==> src/hw/rtl/i2cbe_pkg.sv <==
// Shared types and constants of the I2C target bit engine.
`default_nettype none

package i2cbe_pkg;

  localparam logic       SdaAck           = 1'b0;
  localparam logic       SdaNack          = 1'b1;
  localparam logic [3:0] BitsIdle         = 4'd15;
  localparam logic [3:0] BitsAck          = 4'd8;
  localparam logic [3:0] BitsDone         = 4'd9;
  localparam logic [6:0] TargetAddrReset  = 7'd0;
  localparam logic [7:0] AddrMaskReset    = 8'd254;

  typedef enum logic [2:0] {
    EV_NONE         = 3'd0,
    EV_START        = 3'd1,
    EV_STOP         = 3'd2,
    EV_ADDR_WRITE   = 3'd3,
    EV_DATA_WRITTEN = 3'd4,
    EV_DATA_NEEDED  = 3'd5
  } event_e;

  typedef enum logic {
    CFG_TARGET_ADDRESS = 1'b0,
    CFG_ADDRESS_MASK   = 1'b1
  } cfg_reg_e;

  typedef struct packed {
    logic       last_sda;
    logic       last_scl;
    logic [3:0] bit_count;
    logic       address_phase;
    logic [7:0] shift_in;
    logic [7:0] received_byte;
    logic [7:0] send_byte;
    logic       drive_level;
    event_e     sticky;
    logic       reading;
  } state_t;

  typedef struct packed {
    logic       sda_drive;
    logic [7:0] rx_byte;
    event_e     event_code;
    logic       read_mode;
  } result_t;

  localparam state_t StateReset = '{
    last_sda:      1'b0,
    last_scl:      1'b1,
    bit_count:     BitsIdle,
    address_phase: 1'b0,
    shift_in:      8'd0,
    received_byte: 8'd0,
    send_byte:     8'd0,
    drive_level:   1'b0,
    sticky:        EV_NONE,
    reading:       1'b0
  };

endpackage

`default_nettype wire

==> src/hw/rtl/i2cbe_step.sv <==
// Next-state and result logic for one pin sample of the I2C target bit engine.
`default_nettype none

module i2cbe_step (
  input  i2cbe_pkg::state_t  state_i,
  input  logic [6:0]         target_address_i,
  input  logic [7:0]         address_mask_i,
  input  logic               scl_i,
  input  logic               sda_i,
  input  logic               tx_load_i,
  input  logic [7:0]         tx_data_i,
  input  logic               clear_status_i,
  output i2cbe_pkg::state_t  state_o,
  output i2cbe_pkg::result_t result_o
);

  always_comb begin
    i2cbe_pkg::state_t st;
    logic both_high;
    logic match;
    st        = state_i;
    both_high = 1'b0;
    match     = 1'b0;

    if (tx_load_i) begin
      st.send_byte = tx_data_i;
    end

    if ((sda_i != st.last_sda) || (scl_i != st.last_scl)) begin
      both_high = scl_i && st.last_scl;

      if (both_high && st.last_sda && !sda_i) begin
        st.bit_count     = 4'd0;
        st.address_phase = 1'b1;
        st.shift_in      = 8'd0;
        st.drive_level   = 1'b0;
        st.reading       = 1'b0;
        st.sticky        = i2cbe_pkg::EV_START;
      end
      if (both_high && !st.last_sda && sda_i) begin
        st.bit_count     = i2cbe_pkg::BitsIdle;
        st.address_phase = 1'b0;
        st.drive_level   = 1'b0;
        st.reading       = 1'b0;
        st.sticky        = i2cbe_pkg::EV_STOP;
      end

      // Rising SCL: sample a data bit, MSB first; on the ack clock the counter only advances.
      if ((st.bit_count < i2cbe_pkg::BitsDone) && !st.last_scl && scl_i) begin
        if (st.bit_count < i2cbe_pkg::BitsAck) begin
          st.shift_in[~st.bit_count[2:0]] = st.shift_in[~st.bit_count[2:0]] | sda_i;
        end
        st.bit_count = st.bit_count + 4'd1;
      end

      // Falling SCL in read mode: present the next transmit bit, or the ack level at the ack position.
      if ((st.bit_count < i2cbe_pkg::BitsDone) && st.last_scl && !scl_i && st.reading) begin
        if (st.bit_count < i2cbe_pkg::BitsAck) begin
          st.drive_level = st.send_byte[~st.bit_count[2:0]];
        end else begin
          st.drive_level = i2cbe_pkg::SdaAck;
        end
      end

      match = (st.shift_in & address_mask_i) == {target_address_i, 1'b0};

      if (st.bit_count == i2cbe_pkg::BitsAck) begin
        if (st.address_phase) begin
          st.drive_level = match ? i2cbe_pkg::SdaAck : i2cbe_pkg::SdaNack;
        end else if (!st.reading) begin
          st.drive_level = i2cbe_pkg::SdaAck;
        end
      end

      if (st.bit_count == i2cbe_pkg::BitsDone) begin
        if (st.address_phase && !match) begin
          st.bit_count     = i2cbe_pkg::BitsIdle;
          st.address_phase = 1'b0;
        end else begin
          if (st.address_phase) begin
            if (st.shift_in[0]) begin
              st.reading = 1'b1;
              st.sticky  = i2cbe_pkg::EV_DATA_NEEDED;
            end else begin
              st.sticky  = i2cbe_pkg::EV_ADDR_WRITE;
            end
          end else if (!st.reading) begin
            st.sticky = i2cbe_pkg::EV_DATA_WRITTEN;
          end else begin
            st.sticky = i2cbe_pkg::EV_DATA_NEEDED;
          end
          st.address_phase = 1'b0;
          st.received_byte = st.shift_in;
          st.bit_count     = 4'd0;
          st.shift_in      = 8'd0;
        end
      end

      st.last_sda = sda_i;
      st.last_scl = scl_i;
    end

    result_o.sda_drive  = st.drive_level;
    result_o.rx_byte    = st.received_byte;
    result_o.event_code = st.sticky;
    result_o.read_mode  = st.reading;

    if (clear_status_i) begin
      st.sticky = i2cbe_pkg::EV_NONE;
    end
    state_o = st;
  end

endmodule

`default_nettype wire

==> src/hw/rtl/i2c_target_bit_engine.sv <==
// Top level of the I2C target bit engine: state, configuration and result register.
`default_nettype none

// Channel   Direction  Handshake               Payload
// in        into       in_valid_i / in_ready_o  scl, sda, tx_load, tx_data, clear_status
// out       out of     out_valid_o / out_ready_i sda_drive, rx_byte, event_code, read_mode
// cfg       into       cfg_we_i (no wait)       cfg_index_i, cfg_data_i
//
// Each request is handled in one combinational pass: the sample is combined with the engine
// state and the result lands in the output register at the same edge as the new state.
// A new request is taken every cycle while the output register is empty or being drained,
// so a stall on the result side holds back the input side by exactly that one register.
// Reset returns the state and both configuration registers to their power-up values
// and empties the output register.

module i2c_target_bit_engine (
  input  logic       clk_i,
  input  logic       rst_ni,
  input  logic       in_valid_i,
  output logic       in_ready_o,
  input  logic       scl_i,
  input  logic       sda_i,
  input  logic       tx_load_i,
  input  logic [7:0] tx_data_i,
  input  logic       clear_status_i,
  output logic       out_valid_o,
  input  logic       out_ready_i,
  output logic       sda_drive_o,
  output logic [7:0] rx_byte_o,
  output logic [2:0] event_code_o,
  output logic       read_mode_o,
  input  logic       cfg_we_i,
  input  logic       cfg_index_i,
  input  logic [7:0] cfg_data_i
);

  i2cbe_pkg::state_t  state_q, state_d;
  i2cbe_pkg::result_t result_q, result_d;
  logic               out_valid_q;
  logic [6:0]         target_address_q;
  logic [7:0]         address_mask_q;
  logic               in_fire;

  // The output register is free when empty or when its current result is being taken.
  assign in_ready_o = !out_valid_q || out_ready_i;
  assign in_fire    = in_valid_i && in_ready_o;

  i2cbe_step u_step (
    .state_i          (state_q),
    .target_address_i (target_address_q),
    .address_mask_i   (address_mask_q),
    .scl_i            (scl_i),
    .sda_i            (sda_i),
    .tx_load_i        (tx_load_i),
    .tx_data_i        (tx_data_i),
    .clear_status_i   (clear_status_i),
    .state_o          (state_d),
    .result_o         (result_d)
  );

  // The user must issue configuration writes only while the engine is quiet; the block does not enforce this.
  always_ff @(posedge clk_i or negedge rst_ni) begin
    if (!rst_ni) begin
      target_address_q <= i2cbe_pkg::TargetAddrReset;
      address_mask_q   <= i2cbe_pkg::AddrMaskReset;
    end else if (cfg_we_i) begin
      case (i2cbe_pkg::cfg_reg_e'(cfg_index_i))
        i2cbe_pkg::CFG_TARGET_ADDRESS: target_address_q <= cfg_data_i[6:0];
        i2cbe_pkg::CFG_ADDRESS_MASK:   address_mask_q   <= cfg_data_i;
        default: ;
      endcase
    end
  end

  always_ff @(posedge clk_i or negedge rst_ni) begin
    if (!rst_ni) begin
      state_q     <= i2cbe_pkg::StateReset;
      out_valid_q <= 1'b0;
    end else begin
      if (in_fire) begin
        state_q <= state_d;
      end
      if (in_fire) begin
        out_valid_q <= 1'b1;
      end else if (out_ready_i) begin
        out_valid_q <= 1'b0;
      end
    end
  end

  // The result payload needs no reset; it is qualified by out_valid_q.
  always_ff @(posedge clk_i) begin
    if (in_fire) begin
      result_q <= result_d;
    end
  end

  assign out_valid_o  = out_valid_q;
  assign sda_drive_o  = result_q.sda_drive;
  assign rx_byte_o    = result_q.rx_byte;
  assign event_code_o = result_q.event_code;
  assign read_mode_o  = result_q.read_mode;

  // The bit counter only ever rests on a data position, the ack position or idle.
  a_bit_count_range: assert property (@(posedge clk_i) disable iff (!rst_ni)
    (state_q.bit_count <= i2cbe_pkg::BitsAck) || (state_q.bit_count == i2cbe_pkg::BitsIdle))
    else $error("bit counter left its legal range");

  // Every accepted request leaves a result waiting in the output register.
  a_result_follows: assert property (@(posedge clk_i) disable iff (!rst_ni)
    in_fire |=> out_valid_q)
    else $error("accepted request produced no result");

  // A clear request empties the sticky status once its result is captured.
  a_clear_status: assert property (@(posedge clk_i) disable iff (!rst_ni)
    (in_fire && clear_status_i) |=> (state_q.sticky == i2cbe_pkg::EV_NONE))
    else $error("sticky status not cleared on request");

  // A stop condition always leaves the engine idle and out of read mode.
  a_stop_idles: assert property (@(posedge clk_i) disable iff (!rst_ni)
    (in_fire && state_q.last_scl && scl_i && !state_q.last_sda && sda_i)
      |=> ((state_q.bit_count == i2cbe_pkg::BitsIdle) && !state_q.reading))
    else $error("stop condition did not return the engine to idle");

endmodule

`default_nettype wire
==> config.mk <==
export PLATFORM = sky130hd
export DESIGN_NAME = i2c_target_bit_engine
export DESIGN_NICKNAME = d
export VERILOG_FILES = /design/src/hw/rtl/i2cbe_pkg.sv /design/src/hw/rtl/i2cbe_step.sv /design/src/hw/rtl/i2c_target_bit_engine.sv
export SDC_FILE = /design/constraint.sdc
export NUM_CORES = 1
export LEC_CHECK = 0
export ABC_AREA = 1
export BUFFER_PORTS_ARGS = -buffer_cell sky130_fd_sc_hd__buf_2
export CELL_PAD_IN_SITES_DETAIL_PLACEMENT = 0
export CELL_PAD_IN_SITES_GLOBAL_PLACEMENT = 1
export CORE_MARGIN = 4
export CORE_UTILIZATION = 47
export DETAILED_ROUTE_END_ITERATION = 7
export HOLD_SLACK_MARGIN = 0.15
export PLACE_DENSITY_LB_ADDON = 0.1
export REMOVE_ABC_BUFFERS = 1
export SLEW_MARGIN = 20
export SYNTH_ARGS = -nofsm -noshare
export SYNTH_HDL_FRONTEND = slang
export SYNTH_SLANG_ARGS = --single-unit
==> constraint.sdc <==
create_clock -name clk_i -period 7 [get_ports clk_i]
set_input_delay 0.35 -clock clk_i [delete_from_list [all_inputs] [get_ports clk_i]]
set_output_delay 0.35 -clock clk_i [all_outputs]
set_load 0.01 [all_outputs]
==> flow_metrics.tcl <==
set metrics [dict create \
    status "complete, no violations" \
    pwr-share-clk_pct 20.3 \
    post-synth-top-count-cell "nand2_1" \
    setup_violations 0 \
    antenna_cells 0 \
    coreArea_sq_um 7410 \
    reg2reg_setup_slack_ns 3.13 \
    hp-class "in2reg" \
    finalCriticalPeriod_ns 3.87 \
    p_leak_nw 2.06 \
    grt_usage_pct 19.1 \
    top_usage_layer "met2" \
    initial_core_util_pct 49.5 \
    rows 31 \
    rsz0062_at_grt "false" \
    vias 3087 \
    cp-end-kind "flop" \
    timing.rr.start "state_q[34]$_DFFE_PN1P_" \
    yosysTopAreaCellShare_pct 27.3 \
    synthArstFlopShare_pct 80.0 \
    syn_avg_cell_area_sq_um 7.88 \
    grt_pass1_vias 2924 \
    ys_seq_elements 65 \
    synth.top_cells.by_count "nand2_1, inv_1, dfrtp_1, o21ai_0, nand3_1" \
    cts_tree "yes" \
    crit_required_ns 7.10 \
    cp_max_fo 24 \
    synth_cells 465 \
    path_clk_slew_ns 0.07 \
    relSlewSlack_pct 54.9 \
    grt_max_degree 53 \
    synth.yosys.seq_area_share_pct 46.6 \
    wl_per_cell_um 13.4 \
    use_met1_pct 23.8 \
    fmax_mhz 258 \
    n_fill_cell 716 \
    synth_warnings 0 \
    combPwrFrac_pct 39.6 \
    cts-resized-gates 0 \
    grt-ovfl-total 0 \
    p_sw_uw 545 \
    internal_power_uw 820 \
    r2r.worst_path.cells 24 \
    tightest_slew_ns 0.676 \
    drtAntennaViolNets 0 \
    fin_crit_sh_pct 55.3 \
    fin_nets 535 \
    syn_to_final_growth_pct 12.1 \
    htree_levels 3 \
    routed_wl_mm 8.14 \
    clk-insertion-delay-late_ns 0.35 \
    crit_end "rx_byte_o[5]$_DFFE_PP_" \
    place.gp.congestion 0.916 \
    yosys_most_used_dff "dfrtp_1" \
    drc 0 \
    synth_edf_count 13 \
    hold_viol 0 \
    via_per_inst 5.06 \
    fin_worst_skew_ns 0.00861 \
    final_max_slew_viol_count 0 \
    crit_path_start "state_q[34]$_DFFE_PN1P_" \
    grt_use_met2_pct 32.4 \
    p_sw_share_pct 39.9 \
    cts_buffers 9 \
    cts_root_buf "clkbuf_8" \
    first_pass_iters 4 \
    pin_count 41 \
    cp_data_arrival_time_ns 3.98 \
    synth_area_leaders "dfrtp_1, nand2_1, edfxtp_1, dfstp_2, inv_1" \
    clockBufferDepth 2 \
    path_class "reg2reg" \
    power_per_cell_area_nw_per_um2 333 \
    drt_iter0_markers 154 \
    fin_tns_setup_ns 0 \
    antenna_found_initial 0 \
    whs_ns 0.233 \
    timing.rr.end "rx_byte_o[5]$_DFFE_PP_" \
    dp_hpwl_mm 5.82 \
    irDropWorstVdd_uv 132 \
    seqPwrFrac_pct 40.0 \
    startpoint_type "flop" \
    portBuffers 40 \
    cap_violations 0 \
    yosys.area.top_type "dfrtp_1" \
    layout-drive-gt1-share_pct 20.4 \
    cts.sinks 65 \
    dieArea_sq_um 9270 \
    syn_area_sq_um 3660 \
    use_met3_pct 4.38 \
    fp.dieH_um 96.3 \
    synthDistinctLibCells 43 \
    grt_pass1_wl_mm 13.5 \
    die_x_um 96.3 \
]
==> registers in the layout, summed over array words and instances, names as in the netlist <==
| name | count |
|---|---|
| target_address_q | 7 |
| event_code_o | 3 |
| sda_drive_o | 1 |
| address_mask_q | 8 |
| rx_byte_o | 8 |
| out_valid_o | 1 |
| read_mode_o | 1 |
| state_q | 36 |
==> how the worst min path moves through the flow <==
stage | start | end | slack, ns | depth (start not counted)
2_1_floorplan | rst_ni | address_mask_q[0]$_DFFE_PN0P_ | 0.05 | 0
3_3_place_gp | state_q[19]$_DFFE_PN0P_ | state_q[19]$_DFFE_PN0P_ | 0.46 | 2
3_5_place_dp | state_q[23]$_DFFE_PN0P_ | state_q[23]$_DFFE_PN0P_ | 0.47 | 2
4_1_cts | cfg_data_i[7] | address_mask_q[7]$_DFFE_PN1P_ | 0.22 | 2
5_1_grt | cfg_data_i[7] | address_mask_q[7]$_DFFE_PN1P_ | 0.23 | 2
6_report | cfg_data_i[7] | address_mask_q[7]$_DFFE_PN1P_ | 0.23 | 2
==> layer usage <==
layer | share of wire (%) | vias up | routed length, um
li1 | - | 1578 | -
met1 | 46 | 1438 | 3750
met2 | 48 | 60 | 3920
met3 | 4.3 | 11 | 347
met4 | 1.5 | 0 | 123
met5 | 0 | - | 0
==> cell families (layout without fill, tap and decap cells) <==
logic type,count (synthesis),after routing,share of synthesized area (%)
mux,5,5,1.40
flops,65,65,46.6
xor+xnor,3,3,0.717
buf+inv,70,116,8.09
simple gates,248,248,30.1
fa+ha+maj,3,3,1.02
compound gates,71,71,12.1
==> cells in the final DEF, fill, tap and decap left out, drive strengths merged <==
master / count
a21oi: 7
a22oi: 1
a31oi: 2
and2: 1
buf: 43
clkbuf: 13
clkinv: 3
clkinvlp: 1
dfrtp: 40
dfstp: 12
dlygate4sd3: 1
edfxtp: 13
ha: 3
inv: 55
mux2: 1
mux2i: 4
nand2: 179
nand3: 34
nand3b: 3
nand4: 1
nor2: 25
nor3: 1
nor4: 3
o211ai: 7
o21a: 7
o21ai: 41
o21bai: 1
o22ai: 4
o31ai: 1
or2: 1
xnor2: 1
xor2: 2
==> final cells by class <==
type	instances	area (sq um)	share of cell area, %
repair buffers	44	233	5.67
multi-input cells	330	1660	40.5
well taps	99	124	3.02
clock buffers	13	149	3.63
clock inverters	3	17.5	0.427
inverters	56	215	5.24
flip-flops and latches	65	1710	41.6
==> stage by stage <==
step | instance area (sq um) | power (mW) | cells | setup slack, ns | utilization, %
after floorplan | 3580 | 0.953 | 451 | 3.70 | -
after global placement | 3930 | 1.09 | 593 | 3.24 | 53.0
after detailed placement | 3930 | 1.09 | 593 | 3.13 | 53.0
after CTS | 4110 | 1.38 | 610 | 3.12 | 55.4
after global routing | 4110 | 1.48 | 610 | 2.74 | 55.4
final | 4110 | 1.37 | 610 | 3.13 | 55.4
==> critical path, cell delays in order (launching register included) <==
cell	delay (ns)
dfstp_2	0.55
ha_1	0.23
nand3_2	0.30
nand2_4	0.20
clkinv_4	0.09
nor2_2	0.17
inv_1	0.08
ha_1	0.17
nand3_1	0.08
nand2_1	0.07
nand2_2	0.13
inv_2	0.05
nand2_1	0.12
o21bai_1	0.09
nand2_2	0.12
nand2_1	0.06
nand2_1	0.06
nand2_1	0.05
nor2_1	0.08
nand2_1	0.06
nor2_1	0.08
nand2_1	0.09
nand2_2	0.13
nand3_4	0.27
o21a_1	0.27
==> power groups by stage <==
stage               clock [mW]  combinational (mW)  sequential (mW)
floorplan                    0               0.403            0.550
global placement             0               0.536            0.550
detailed placement           0               0.541            0.553
CTS                      0.284               0.545            0.546
global route             0.301               0.619            0.558
finish                   0.278               0.541            0.546
==> what timing repair did <==
item,in CTS,in global routing
hold buffers,1,0
setup buffers,0,0
hold endpoints to repair,3,0
(Power assumes the default switching activity.)
